--- config.mk ---
export PLATFORM = sky130hd
export DESIGN_NAME = ckls_fifo
export DESIGN_NICKNAME = d
export VERILOG_FILES = /design/src/design/ckls_pkg.sv /design/src/design/ckls_fifo.sv
export SDC_FILE = /design/constraint.sdc
export NUM_CORES = 1
export LEC_CHECK = 0
export BUFFER_PORTS_ARGS = -buffer_cell sky130_fd_sc_hd__clkbuf_2
export CAP_MARGIN = 20
export CORE_MARGIN = 5
export CORE_UTILIZATION = 45
export CTS_CLUSTER_DIAMETER = 60
export DETAILED_ROUTE_END_ITERATION = 10
export PLACE_DENSITY = 0.7
export SLEW_MARGIN = 15
export SYNTH_ARGS = -nofsm -noshare
export SYNTH_HDL_FRONTEND = slang
export SYNTH_SLANG_ARGS = --single-unit
--- constraint.sdc ---
create_clock -name clk -period 6.15 [get_ports clk]
set_clock_uncertainty 0.1 [all_clocks]
set_input_delay 0.3075 -clock clk [delete_from_list [all_inputs] [get_ports clk]]
set_output_delay 0.3075 -clock clk [all_outputs]
set_load 0.005 [all_outputs]
--- src/design/ckls_pkg.sv ---
`timescale 1ns / 1ps

package ckls_pkg;

    localparam int NUM_TABLES  = 8;
    localparam int MAX_RECORDS = 256;

    localparam int TAB_W     = (NUM_TABLES > 1) ? $clog2(NUM_TABLES) : 1;
    localparam int SLOT_W    = $clog2(MAX_RECORDS);
    localparam int CNT_W     = $clog2(MAX_RECORDS + 1);
    localparam int MEM_DEPTH = NUM_TABLES * MAX_RECORDS;
    localparam int ADDR_W    = $clog2(MEM_DEPTH);
    localparam int VALUE_W   = 16;
    localparam int CASTE_W   = 8;
    localparam int REC_W     = VALUE_W + CASTE_W;
    localparam int OUT_SLOT_W = 8;

    localparam int FIFO_DEPTH = 2;

    localparam logic [1:0] CMD_WRITE  = 2'd0;
    localparam logic [1:0] CMD_COUNT  = 2'd1;
    localparam logic [1:0] CMD_SEARCH = 2'd2;

    typedef enum logic [1:0] {
        OP_WRITE,
        OP_COUNT,
        OP_SEARCH,
        OP_MISS
    } op_t;

    typedef struct packed {
        op_t                       op;
        logic [TAB_W-1:0]          tab;
        logic [SLOT_W-1:0]         slot;
        logic [CNT_W-1:0]          count;
        logic signed [VALUE_W-1:0] value;
        logic [CASTE_W-1:0]        caste;
    } entry_t;

endpackage

--- src/design/ckls_fifo.sv ---
`timescale 1ns / 1ps

module ckls_fifo (
    input  logic             clk,
    input  logic             rst_n,
    input  logic             push_valid,
    output logic             push_ready,
    input  ckls_pkg::entry_t push_data,
    output logic             pop_valid,
    input  logic             pop_ready,
    output ckls_pkg::entry_t pop_data
);
    import ckls_pkg::*;

    localparam int PTR_W = (FIFO_DEPTH > 1) ? $clog2(FIFO_DEPTH) : 1;
    localparam int FCNT_W = $clog2(FIFO_DEPTH + 1);

    entry_t              slots_reg [FIFO_DEPTH];
    logic [PTR_W-1:0]    wr_ptr_reg;
    logic [PTR_W-1:0]    wr_ptr_next;
    logic [PTR_W-1:0]    rd_ptr_reg;
    logic [PTR_W-1:0]    rd_ptr_next;
    logic [FCNT_W-1:0]   count_reg;
    logic [FCNT_W-1:0]   count_next;
    logic                do_push;
    logic                do_pop;

    assign push_ready = count_reg != FCNT_W'(FIFO_DEPTH);
    assign pop_valid  = count_reg != '0;
    assign pop_data   = slots_reg[rd_ptr_reg];
    assign do_push    = push_valid && push_ready;
    assign do_pop     = pop_valid && pop_ready;

    always_comb
    begin
        wr_ptr_next = wr_ptr_reg;
        rd_ptr_next = rd_ptr_reg;
        count_next  = count_reg;
        if (do_push)
        begin
            wr_ptr_next = (wr_ptr_reg == PTR_W'(FIFO_DEPTH - 1)) ? '0 : wr_ptr_reg + 1'b1;
        end
        if (do_pop)
        begin
            rd_ptr_next = (rd_ptr_reg == PTR_W'(FIFO_DEPTH - 1)) ? '0 : rd_ptr_reg + 1'b1;
        end
        if (do_push && !do_pop)
        begin
            count_next = count_reg + 1'b1;
        end
        else if (do_pop && !do_push)
        begin
            count_next = count_reg - 1'b1;
        end
    end

    always_ff @(posedge clk or negedge rst_n)
    begin
        if (!rst_n)
        begin
            wr_ptr_reg <= '0;
            rd_ptr_reg <= '0;
            count_reg  <= '0;
        end
        else
        begin
            wr_ptr_reg <= wr_ptr_next;
            rd_ptr_reg <= rd_ptr_next;
            count_reg  <= count_next;
        end
    end

    always_ff @(posedge clk)
    begin
        if (do_push)
        begin
            slots_reg[wr_ptr_reg] <= push_data;
        end
    end

    a_count_bound: assert property (@(posedge clk) disable iff (!rst_n)
        count_reg <= FCNT_W'(FIFO_DEPTH))
        else $error("queue fill count exceeds its depth");

    a_count_track: assert property (@(posedge clk) disable iff (!rst_n)
        (do_push && !do_pop) |=> count_reg == $past(count_reg) + 1'b1)
        else $error("queue fill count missed a push");

endmodule

==> results.sh <==
export IMPL_overflow=0
export IMPL_tritoncts="done"
export IMPL_instances_no_fill=374
export IMPL_htreeDepth=3
export IMPL_rows=32
export IMPL_synth_area_top_cells="edfxtp_1 76%, mux2_4 12%, mux2_2 5.0%"
export IMPL_status="finished, final reports clean"
export IMPL_synth_most_common_cell="edfxtp_1"
export IMPL_crit_required_ns=5.74
export IMPL_firstDrtPassIters=4
export IMPL_synth_top_area_cell="edfxtp_1"
export IMPL_postCtsSetupBuffers=0
export IMPL_start_util_pct=46.6
export IMPL_worst_setup_path_end_kind="output pin"
export IMPL_setup_violations=0
export IMPL_dieArea_sq_um=9980
export IMPL_drive_gt1_share_pct=59.9
export IMPL_io_buffers=97
export IMPL_route_detailed_drc=0
export IMPL_antenna_found_initial=0
export IMPL_antenna_left=0
export IMPL_arrival_ns=2.07
export IMPL_power_uw=1950
export IMPL_clkTransAtPathRegs_ns=0.09
export IMPL_core_area_sq_um=7810
export IMPL_synthTopCellsByCount="92 x edfxtp_1, 30 x mux2_4, 16 x mux2_2"
export IMPL_async_flop_share_pct=4.17
export IMPL_nFillCells=632
export IMPL_vias_per_cell=4.66
export IMPL_cts_buffers=9
export IMPL_routed_wl_mm=5.74
export IMPL_syn_area_per_cell_sq_um=22.6
export IMPL_max_vdd_ir_drop_v=0.000230
export IMPL_largest_register_ffs=92
export IMPL_hold_path_class="input pin to register"
export IMPL_dpl_cell_count=357
export IMPL_synthFlopType="edfxtp_1"
export IMPL_clk_path_buf_depth=2
export IMPL_synth_area_sq_um=3640
export IMPL_vias=1744
export IMPL_ys_seq_area_share_pct=78.7
export IMPL_final_max_slew_viol_count=0
export IMPL_grt_max_degree=47
export IMPL_synth_top_area_share_pct=76.0
export IMPL_grt_pass1_vias=1852
export IMPL_wire_per_inst_um=15.3
export IMPL_cap_violations=0
export IMPL_die_w_um=99.9
export IMPL_gp_congestion=0.690
export IMPL_synth_nets=212
export IMPL_slew_headroom_pct=28.1
export IMPL_critPathLaunchType="register"
export IMPL_synth_edff_count=92
export IMPL_syn_inst=161
export IMPL_setup_tns_ns=0
export IMPL_rsz0062_at_grt="no"
export IMPL_synth_seq_cells=96
export IMPL_fmax_ghz=0.404
export IMPL_ctsRootBufferMaster="clkbuf_8"
export IMPL_grt_use_total_pct=11.8
export IMPL_tightest_slew_ns=1.08
export IMPL_dieHeight_um=99.9
export IMPL_p_leak_uw=0.00177
export IMPL_fin_crit_sh_pct=40.2
export IMPL_io_pins=98
export IMPL_drt_iter0_drc=60
export IMPL_clk_latency_ns=0.34
export IMPL_p_per_area_nw_per_um2=441
export IMPL_diodes=0
export IMPL_syn2layout_area_growth_pct=21.9
export IMPL_critical_path_class="register to output pin"
export IMPL_min_period_ns=2.48
export IMPL_hold_viol=0
export IMPL_cts_sinks=96
export IMPL_nets=318
export IMPL_grt_pass1_wl_mm=8.83
export IMPL_ys_types=15
export IMPL_yosysWarnings=0
export IMPL_post_dp_hpwl_mm=4.05
export IMPL_worstPathMaxFanout=29
-- final cells by class --
class / instances / area [sq um] / share of cell area [%]
inverter: 1 / 3.75 / 0.0847
clock buffer: 11 / 141 / 3.19
timing repair buffer: 100 / 510 / 11.5
tap: 102 / 128 / 2.88
multi-input combinational: 59 / 729 / 16.5
clock inverter: 5 / 57.6 / 1.30
sequential: 96 / 2860 / 64.6
-- placed cells by master (no fill, tap or decap), types with 2 or more instances in the layout --
master      synthesis  layout
clkbuf_2            0      97
edfxtp_1           92      92
mux2_4             30      30
mux2_2             16      16
clkbuf_8            0      10
xnor2_1             3       3
clkinvlp_4          0       3
dfrtp_1             4       3
nand2_1             2       2
xor2_1              2       2
buf_4               0       2
-- per-layer routing --
layer	up-vias	global-route usage, %	part of all wire, %
met5	-	0	0
met4	0	5.67	0.77
met3	7	3.54	9.2
met2	75	19.7	50
met1	827	14.0	40
li1	835	-	-
-- timing repair --
| action | in CTS | in global routing |
|---|---|---|
| hold endpoints to repair | 4 | 0 |
| hold buffers | 1 | 0 |
| resized for setup | 0 | 0 |
-- where the power goes --
group	leakage [uW]	switching (uW)	total, uW	internal [uW]
Sequential	0.000900	63.5	960	897
Clock	0.0000916	195	393	198
Combinational	0.000776	271	601	329
Total	0.00177	530	1950	1420
-- cells by family (layout without fill, tap and decap cells) --
family,after synthesis,in the layout,synth area share [%]
adders and majority gates,1,1,0.344
and+or+nand+nor,7,7,0.929
DFF,96,96,78.7
xor gates and xnor gates,5,5,1.20
buffers and inverters,6,117,1.48
muxes,46,46,17.3
-- stage by stage --
step | util, % | setup slack [ns] | area, sq um | hold WS, ns
final | 56.8 | 3.67 | 4430 | 0.0500
after floorplan | - | 3.02 | 3640 | -0.0881
after global placement | 54.1 | 4.01 | 4230 | 0.0209
after global routing | 56.8 | 3.54 | 4430 | 0.0258
after detailed placement | 54.1 | 4.01 | 4230 | 0.0237
after CTS | 56.8 | 3.61 | 4430 | 0.0261
-- worst paths after layout --
| path | startpoint | to | slack [ns] | cells after the start |
|---|---|---|---|---|
| max in group asynchronous | rst_n | rd_ptr_reg | 5.61 | 2 |
| min | push_data[6] | slots_reg[1][6] | 0.05 | 1 |
| max | rd_ptr_reg | pop_data[33] | 3.67 | 3 |
| max reg2reg | count_reg[0] | slots_reg[0][15] | 4.09 | 4 |
| min reg2reg | count_reg[1] | count_reg[1] | 0.40 | 1 |
| min in group asynchronous | rst_n | wr_ptr_reg | 0.19 | 2 |
-- worst max-delay path, stage by stage, from the launching register on --
cell	delay, ns
dfrtp_2	0.65
buf_4	0.55
mux2_2	0.41
clkbuf_2	0.11
Power figures use the tool's default switching activity.
