--- config.mk ---
export PLATFORM = sky130hd
export DESIGN_NAME = ckls_front
export DESIGN_NICKNAME = d
export VERILOG_FILES = /design/src/design/ckls_pkg.sv /design/src/design/ckls_front.sv
export SDC_FILE = /design/constraint.sdc
export NUM_CORES = 1
export LEC_CHECK = 0
export ABC_AREA = 1
export CAP_MARGIN = 20
export CORE_AREA = 2 2 39 41
export DETAILED_ROUTE_END_ITERATION = 12
export DIE_AREA = 0 0 41 43
export DONT_BUFFER_PORTS = 1
export MAX_ROUTING_LAYER = met4
export PLACE_DENSITY_LB_ADDON = 0.3
export RECOVER_POWER = 50
export SETUP_SLACK_MARGIN = 0.5
export SLEW_MARGIN = 25
export SYNTH_ARGS = -nofsm -noshare
export SYNTH_HDL_FRONTEND = slang
export SYNTH_SLANG_ARGS = --single-unit
--- constraint.sdc ---
create_clock -name vclk -period 1.3
set_clock_uncertainty 0.1 [all_clocks]
set_input_delay 0 -clock vclk [all_inputs]
set_output_delay 0 -clock vclk [all_outputs]
set_load 0.005 [all_outputs]
--- src/design/ckls_pkg.sv ---
`timescale 1ns / 1ps

package ckls_pkg;

    localparam int NUM_TABLES  = 8;
    localparam int MAX_RECORDS = 256;

    localparam int TAB_W     = (NUM_TABLES > 1) ? $clog2(NUM_TABLES) : 1;
    localparam int SLOT_W    = $clog2(MAX_RECORDS);
    localparam int CNT_W     = $clog2(MAX_RECORDS + 1);
    localparam int MEM_DEPTH = NUM_TABLES * MAX_RECORDS;
    localparam int ADDR_W    = $clog2(MEM_DEPTH);
    localparam int VALUE_W   = 16;
    localparam int CASTE_W   = 8;
    localparam int REC_W     = VALUE_W + CASTE_W;
    localparam int OUT_SLOT_W = 8;

    localparam int FIFO_DEPTH = 2;

    localparam logic [1:0] CMD_WRITE  = 2'd0;
    localparam logic [1:0] CMD_COUNT  = 2'd1;
    localparam logic [1:0] CMD_SEARCH = 2'd2;

    typedef enum logic [1:0] {
        OP_WRITE,
        OP_COUNT,
        OP_SEARCH,
        OP_MISS
    } op_t;

    typedef struct packed {
        op_t                       op;
        logic [TAB_W-1:0]          tab;
        logic [SLOT_W-1:0]         slot;
        logic [CNT_W-1:0]          count;
        logic signed [VALUE_W-1:0] value;
        logic [CASTE_W-1:0]        caste;
    } entry_t;

endpackage

--- src/design/ckls_front.sv ---
`timescale 1ns / 1ps

module ckls_front (
    input  logic                  item_valid,
    output logic                  item_ready,
    input  logic [1:0]            cmd,
    input  logic [2:0]            index_select,
    input  logic [7:0]            position,
    input  logic signed [15:0]    key_value,
    input  logic [7:0]            key_caste,
    input  logic [8:0]            record_count,
    output logic                  push_valid,
    input  logic                  push_ready,
    output ckls_pkg::entry_t      push_data
);
    import ckls_pkg::*;

    logic tab_ok;
    logic pos_ok;
    logic keep;

    assign tab_ok     = int'(index_select) < NUM_TABLES;
    assign pos_ok     = int'(position) < MAX_RECORDS;
    assign item_ready = push_ready;
    assign push_valid = item_valid && keep;

    always_comb
    begin
        push_data.op    = OP_MISS;
        push_data.tab   = TAB_W'(index_select);
        push_data.slot  = SLOT_W'(position);
        push_data.value = VALUE_W'(key_value);
        push_data.caste = CASTE_W'(key_caste);
        if (int'(record_count) > MAX_RECORDS)
        begin
            push_data.count = CNT_W'(MAX_RECORDS);
        end
        else
        begin
            push_data.count = CNT_W'(record_count);
        end
        keep = 1'b0;
        case (cmd)
            CMD_WRITE:
            begin
                push_data.op = OP_WRITE;
                keep         = tab_ok && pos_ok;
            end
            CMD_COUNT:
            begin
                push_data.op = OP_COUNT;
                keep         = tab_ok;
            end
            CMD_SEARCH:
            begin
                push_data.op = tab_ok ? OP_SEARCH : OP_MISS;
                keep         = 1'b1;
            end
            default:
            begin
                keep = 1'b0;
            end
        endcase
    end

endmodule

==> impl_metrics.py, run 1 <==
metrics = {
    "synthesis": {
        "syn_area_per_cell_sq_um": 6.044,
        "synthCells": 65,
        "synth_top_area_cell": "buf_4",
        "synthTopCellsByArea": "buf_4, nor2_1, inv_1",
        "ys_types": 8,
        "syn_nets": 113,
        "synth_area_sq_um": 392.9,
        "synth_top_area_frac": 0.6879,
        "synth_sequential_area_ratio": 0,
        "synth_warnings": 0,
    },
    "timing": {
        "fin_ws_ns": 0.5411,
        "max_slew_margin": 0.8456,
        "fin_crit_ns": 0.7589,
        "whs_ns": -0.09999,
        "hold_viol_final": 10,
        "post-route-period-util": 0.5838,
        "clock.fmax_mhz": 1318,
        "tightest_slew_ns": 0.2311,
        "slew_violations": 0,
        "setup_viol": 0,
        "fin_tns_setup_ns": 0,
        "rsz0062_at_grt": "false",
    },
    "placement": {
        "place.gp.congestion": 0.6284,
        "placedInstanceArea_sq_um": 131.4,
        "dp_slack_ns": 0.6590,
        "post-dp-hpwl_um": 519.7,
        "io_buffers": 0,
    },
    "setup_path": {
        "cpMaxStageDelayCell": "dlygate4sd3_1",
        "path_class": "primary input to output pin",
        "crit_chain": "dlygate4sd3_1 > inv_2 > nor2_4",
        "critPathRequiredTime_ns": 1.20,
        "cp_slowest_stage_delay_ns": 0.54,
        "crit_arrival_ns": 0.66,
        "startpoint_type": "primary input",
        "end_kind": "output pin",
        "cp_max_fo": 2,
    },
    "min_path": {
        "hp-class": "primary input to output pin",
        "min_delay_path_depth": 0,
    },
    "die": {
        "start_util": 0.2839,
        "fp-row-count": 14,
        "die-area_sq_mm": 0.001763,
        "die_w_um": 41,
        "ioPinCount": 96,
        "core_sq_mm": 0.001384,
        "die_y_um": 43,
    },
    "layout": {
        "flops_and_latches": 0,
        "clkbuf_count": 0,
        "fin_area_sq_um": 519.2,
        "area_growth_pct": 32.17,
        "diodes": 0,
        "seq_area_sq_um": 0,
        "nets": 114,
        "fin_util": 0.3752,
        "drive_gt1_frac": 0.06250,
    },
    "routing": {
        "drt_pre_antenna_iters": 2,
        "route.vias.total": 332,
        "antenna_left": 0,
        "drc": 0,
        "met1Wirelength_um": 216,
        "via_per_inst": 4.150,
        "met3_length_um": 240,
        "highest_layer": "met3",
        "wl_met2_um": 443,
        "wl_per_cell_um": 11.25,
        "first_iter_violations": 1,
        "totalWireLength_um": 900,
    },
    "outcome": {
        "violations": "hold timing",
        "outcome": "finished, violations left",
    },
    "cts": {
        "postCtsSetupBuffers": 0,
        "cts_hold_buffers": 38,
    },
    "global_routing": {
        "track_usage": 0.08495,
        "first_global_vias": 247,
        "grt_pass1_wl_mm": 1.028,
        "grt_overflow_total": 0,
        "grt_max_degree": 9,
        "antenna_found_initial": 0,
    },
    "pwr": {
        "p_per_area_mw_per_mm2": 259.6,
        "p_leak_nw": 0.2374,
        "ir_drop_mv": 0.08956,
    },
    "flow_run": {
        "cap_violations": 0,
    },
}
path summary, 6_finish.rpt:
kind | slack [ns] | start | to
hold / removal | -0.1 | cmd[1] | push_data[45]
setup / recovery | 0.54 | record_count[1] | push_data[25]
cell usage after synthesis:
master and instances:
buf_4 36, clkbuf_1 3, a21boi_0 1, nor2_2 1, inv_1 9, nor2_1 12, nand2_1 2, nor2_4 1
worst max-delay path, delay by kind of cell:
family	cells	cell delay, ns
and+or+nand+nor	1	0.07
buffers and inverters	2	0.59
where the power goes:
group	internal [mW]	leakage, nW	switching [mW]
Sequential	0	0	0
Combinational	0.0874	0.237	0.0474
Clock	0	0	0
layout make-up:
| cell class | instances | area, sq um |
|---|---|---|
| Timing Repair Buffer | 38 | 380.4 |
| Multi-Input combinational cell | 17 | 85.08 |
| Tap cell | 16 | 20.02 |
| Fill cell | 134 | 864.6 |
| Inverter | 9 | 33.78 |
layout by cell type (no fill, tap or decap):
cell type / count
dlygate4sd3_1: 38
nor2_1: 11
inv_1: 8
nand2_1: 2
nor2_4: 2
nor2_2: 1
inv_2: 1
a21boi_0: 1
through the flow:
step,std cells,total power [mW]
4_1_cts,80,0.1327
3_5_place_dp,42,0.02775
2_1_floorplan,65,0.1171
3_3_place_gp,42,0.02762
5_1_grt,80,0.1492
6_report,80,0.1348
metal layers:
metal	vias up	global-route usage
met3	0	0.03665
met5	-	-
li1	148	-
met1	128	0.07911
met4	0	0
met2	56	0.1594
cells by family (layout without fill, tap and decap cells):
kind of cell | Yosys count | after routing | synth area share
simple gates | 16 | 16 | 0.1784
buf+inv | 48 | 47 | 0.8025
compound gates | 1 | 1 | 0.01912
repair_timing:
action                     4_1_cts  5_1_grt
resized for setup                0        3
setup endpoints to repair        0        1
hold endpoints to repair        48        7
Power figures use the tool's default switching activity.
==> run 2, diff against run 1 <==
clock period = 0.8 ns   (was 1.3 ns; I/O delays follow)
==> run 2 against run 1 <==
Against the previous run:
- the run still ends with hold timing left
- via count fell by 43%
- first-iteration DRC count unchanged
- combinational power shrank 51%
- non-clock buffer count shrank 38
- critical path type unchanged
- critical endpoint is now push_data[24]
==> impl_metrics.py, run 2 (synthesis results as in run 1) <==
metrics = {
    "outcome": {
        "outcome": "finished, violations left",
        "violations": "hold timing",
    },
    "timing": {
        "tightest_slew_ns": 0.3123,
        "fin_crit_ns": 0.5901,
        "setup_viol": 0,
        "fin_ws_ns": 0.2099,
        "hold_viol_final": 47,
        "max_slew_margin": 0.7913,
        "clock.fmax_mhz": 1695,
        "whs_ns": -0.1000,
        "fin_tns_setup_ns": 0,
        "slew_violations": 0,
        "rsz0062_at_grt": "true",
        "post-route-period-util": 0.7376,
    },
    "setup_path": {
        "crit_arrival_ns": 0.49,
        "path_class": "primary input to output pin",
        "startpoint_type": "primary input",
        "end_kind": "output pin",
        "cp_max_fo": 8,
        "critPathRequiredTime_ns": 0.70,
    },
    "routing": {
        "met1Wirelength_um": 125,
        "wl_met2_um": 214,
        "drc": 0,
        "antenna_left": 0,
        "met3_length_um": 121,
        "first_iter_violations": 1,
        "highest_layer": "met4",
        "route.vias.total": 188,
        "wl_per_cell_um": 11.88,
        "totalWireLength_um": 499,
        "via_per_inst": 4.476,
        "drt_pre_antenna_iters": 2,
    },
    "die": {
        "die_w_um": 41,
        "ioPinCount": 96,
        "die-area_sq_mm": 0.001763,
        "core_sq_mm": 0.001384,
        "start_util": 0.2839,
        "fp-row-count": 14,
        "die_y_um": 43,
    },
    "global_routing": {
        "antenna_found_initial": 0,
        "grt_pass1_wl_um": 627,
        "grt_overflow_total": 0,
        "grt_max_degree": 9,
        "first_global_vias": 174,
        "track_usage": 0.04913,
    },
    "pwr": {
        "p_total_mw": 0.06591,
        "switchingPower_mw": 0.03892,
        "p_int_mw": 0.02699,
        "swShare": 0.5905,
        "p_leak_nw": 0.08382,
        "p_comb_frac": 1.000,
        "p_per_area_mw_per_mm2": 348.9,
        "p_seq_frac": 0,
        "ir_drop_mv": 0.06206,
        "clockPowerShare": 0,
    },
    "layout": {
        "seq_area_sq_um": 0,
        "final_cell_mix": "inv_1, nor2_2, nor2_4",
        "diodes": 0,
        "drive_gt1_frac": 0.5769,
        "area_growth_pct": -51.91,
        "clkbuf_count": 0,
        "fillers": 161,
        "mostFrequentLayoutCell": "inv_1",
        "final_cells": 42,
        "nets": 76,
        "flops_and_latches": 0,
        "multi_input_area_sq_um": 135.1,
    },
    "min_path": {
        "hp-class": "primary input to output pin",
    },
    "flow_run": {
        "cap_violations": 0,
    },
    "placement": {
        "dp_slack_ns": 0.1855,
        "io_buffers": 0,
        "place_inst": 42,
        "place.gp.congestion": 0.6041,
        "post-dp-hpwl_um": 433.8,
    },
    "cts": {
        "postCtsSetupBuffers": 0,
    },
}
run 2: cell types whose count changed in the layout (fill, tap and decap cells not counted), sizes merged:
| cell | delta |
|---|---|
| dlygate4sd3 | -38 |
run 2: power groups by stage:
stage | clock [mW] | sequential, mW | combinational (mW)
after detailed placement | 0 | 0 | 0.0501
after global placement | 0 | 0 | 0.0503
after CTS | 0 | 0 | 0.0594
final | 0 | 0 | 0.0659
after global routing | 0 | 0 | 0.0755
after floorplan | 0 | 0 | 0.195
run 2: timing repair:
action / CTS / global route
pin swaps: 1 / 0
endpoints found under the setup margin: 9 / 8
gates resized for setup: 9 / 5
hold endpoints to repair: 48 / 44
run 2: through the flow:
| stage | hold WS (ns) | cell area [sq um] | util |
|---|---|---|---|
| final | -0.1000 | 188.9 | 0.1365 |
| after global routing | -0.09999 | 188.9 | 0.1365 |
| after CTS | -0.09997 | 171.4 | 0.1239 |
| after detailed placement | -0.09997 | 148.9 | 0.1076 |
| after global placement | -0.09997 | 148.9 | 0.1076 |
| after floorplan | -0.02929 | 410.4 | - |
run 2: final cells by class:
type	count	area share
inverters	9	0.1788
multi-input cells	17	0.7152
well taps	16	0.1060
run 2: worst paths after layout:
check	to	depth (start not counted)	startpoint	slack, ns
worst max-delay path	push_data[24]	5	record_count[1]	0.21
worst min-delay path	push_data[19]	0	key_value[11]	-0.1
run 2: worst max-delay path, cell delays in order:
cell and delay, ns:
nor2_4 0.02, nand2_2 0.07, nor2_4 0.05, nor2_4 0.26, nor2_1 0.10
run 2: routing by layer:
metal / track usage / vias to the layer above
li1: - / 71
met1: 0.03481 / 73
met5: - / -
met3: 0.02618 / 16
met2: 0.06563 / 28
met4: 0.07333 / 0
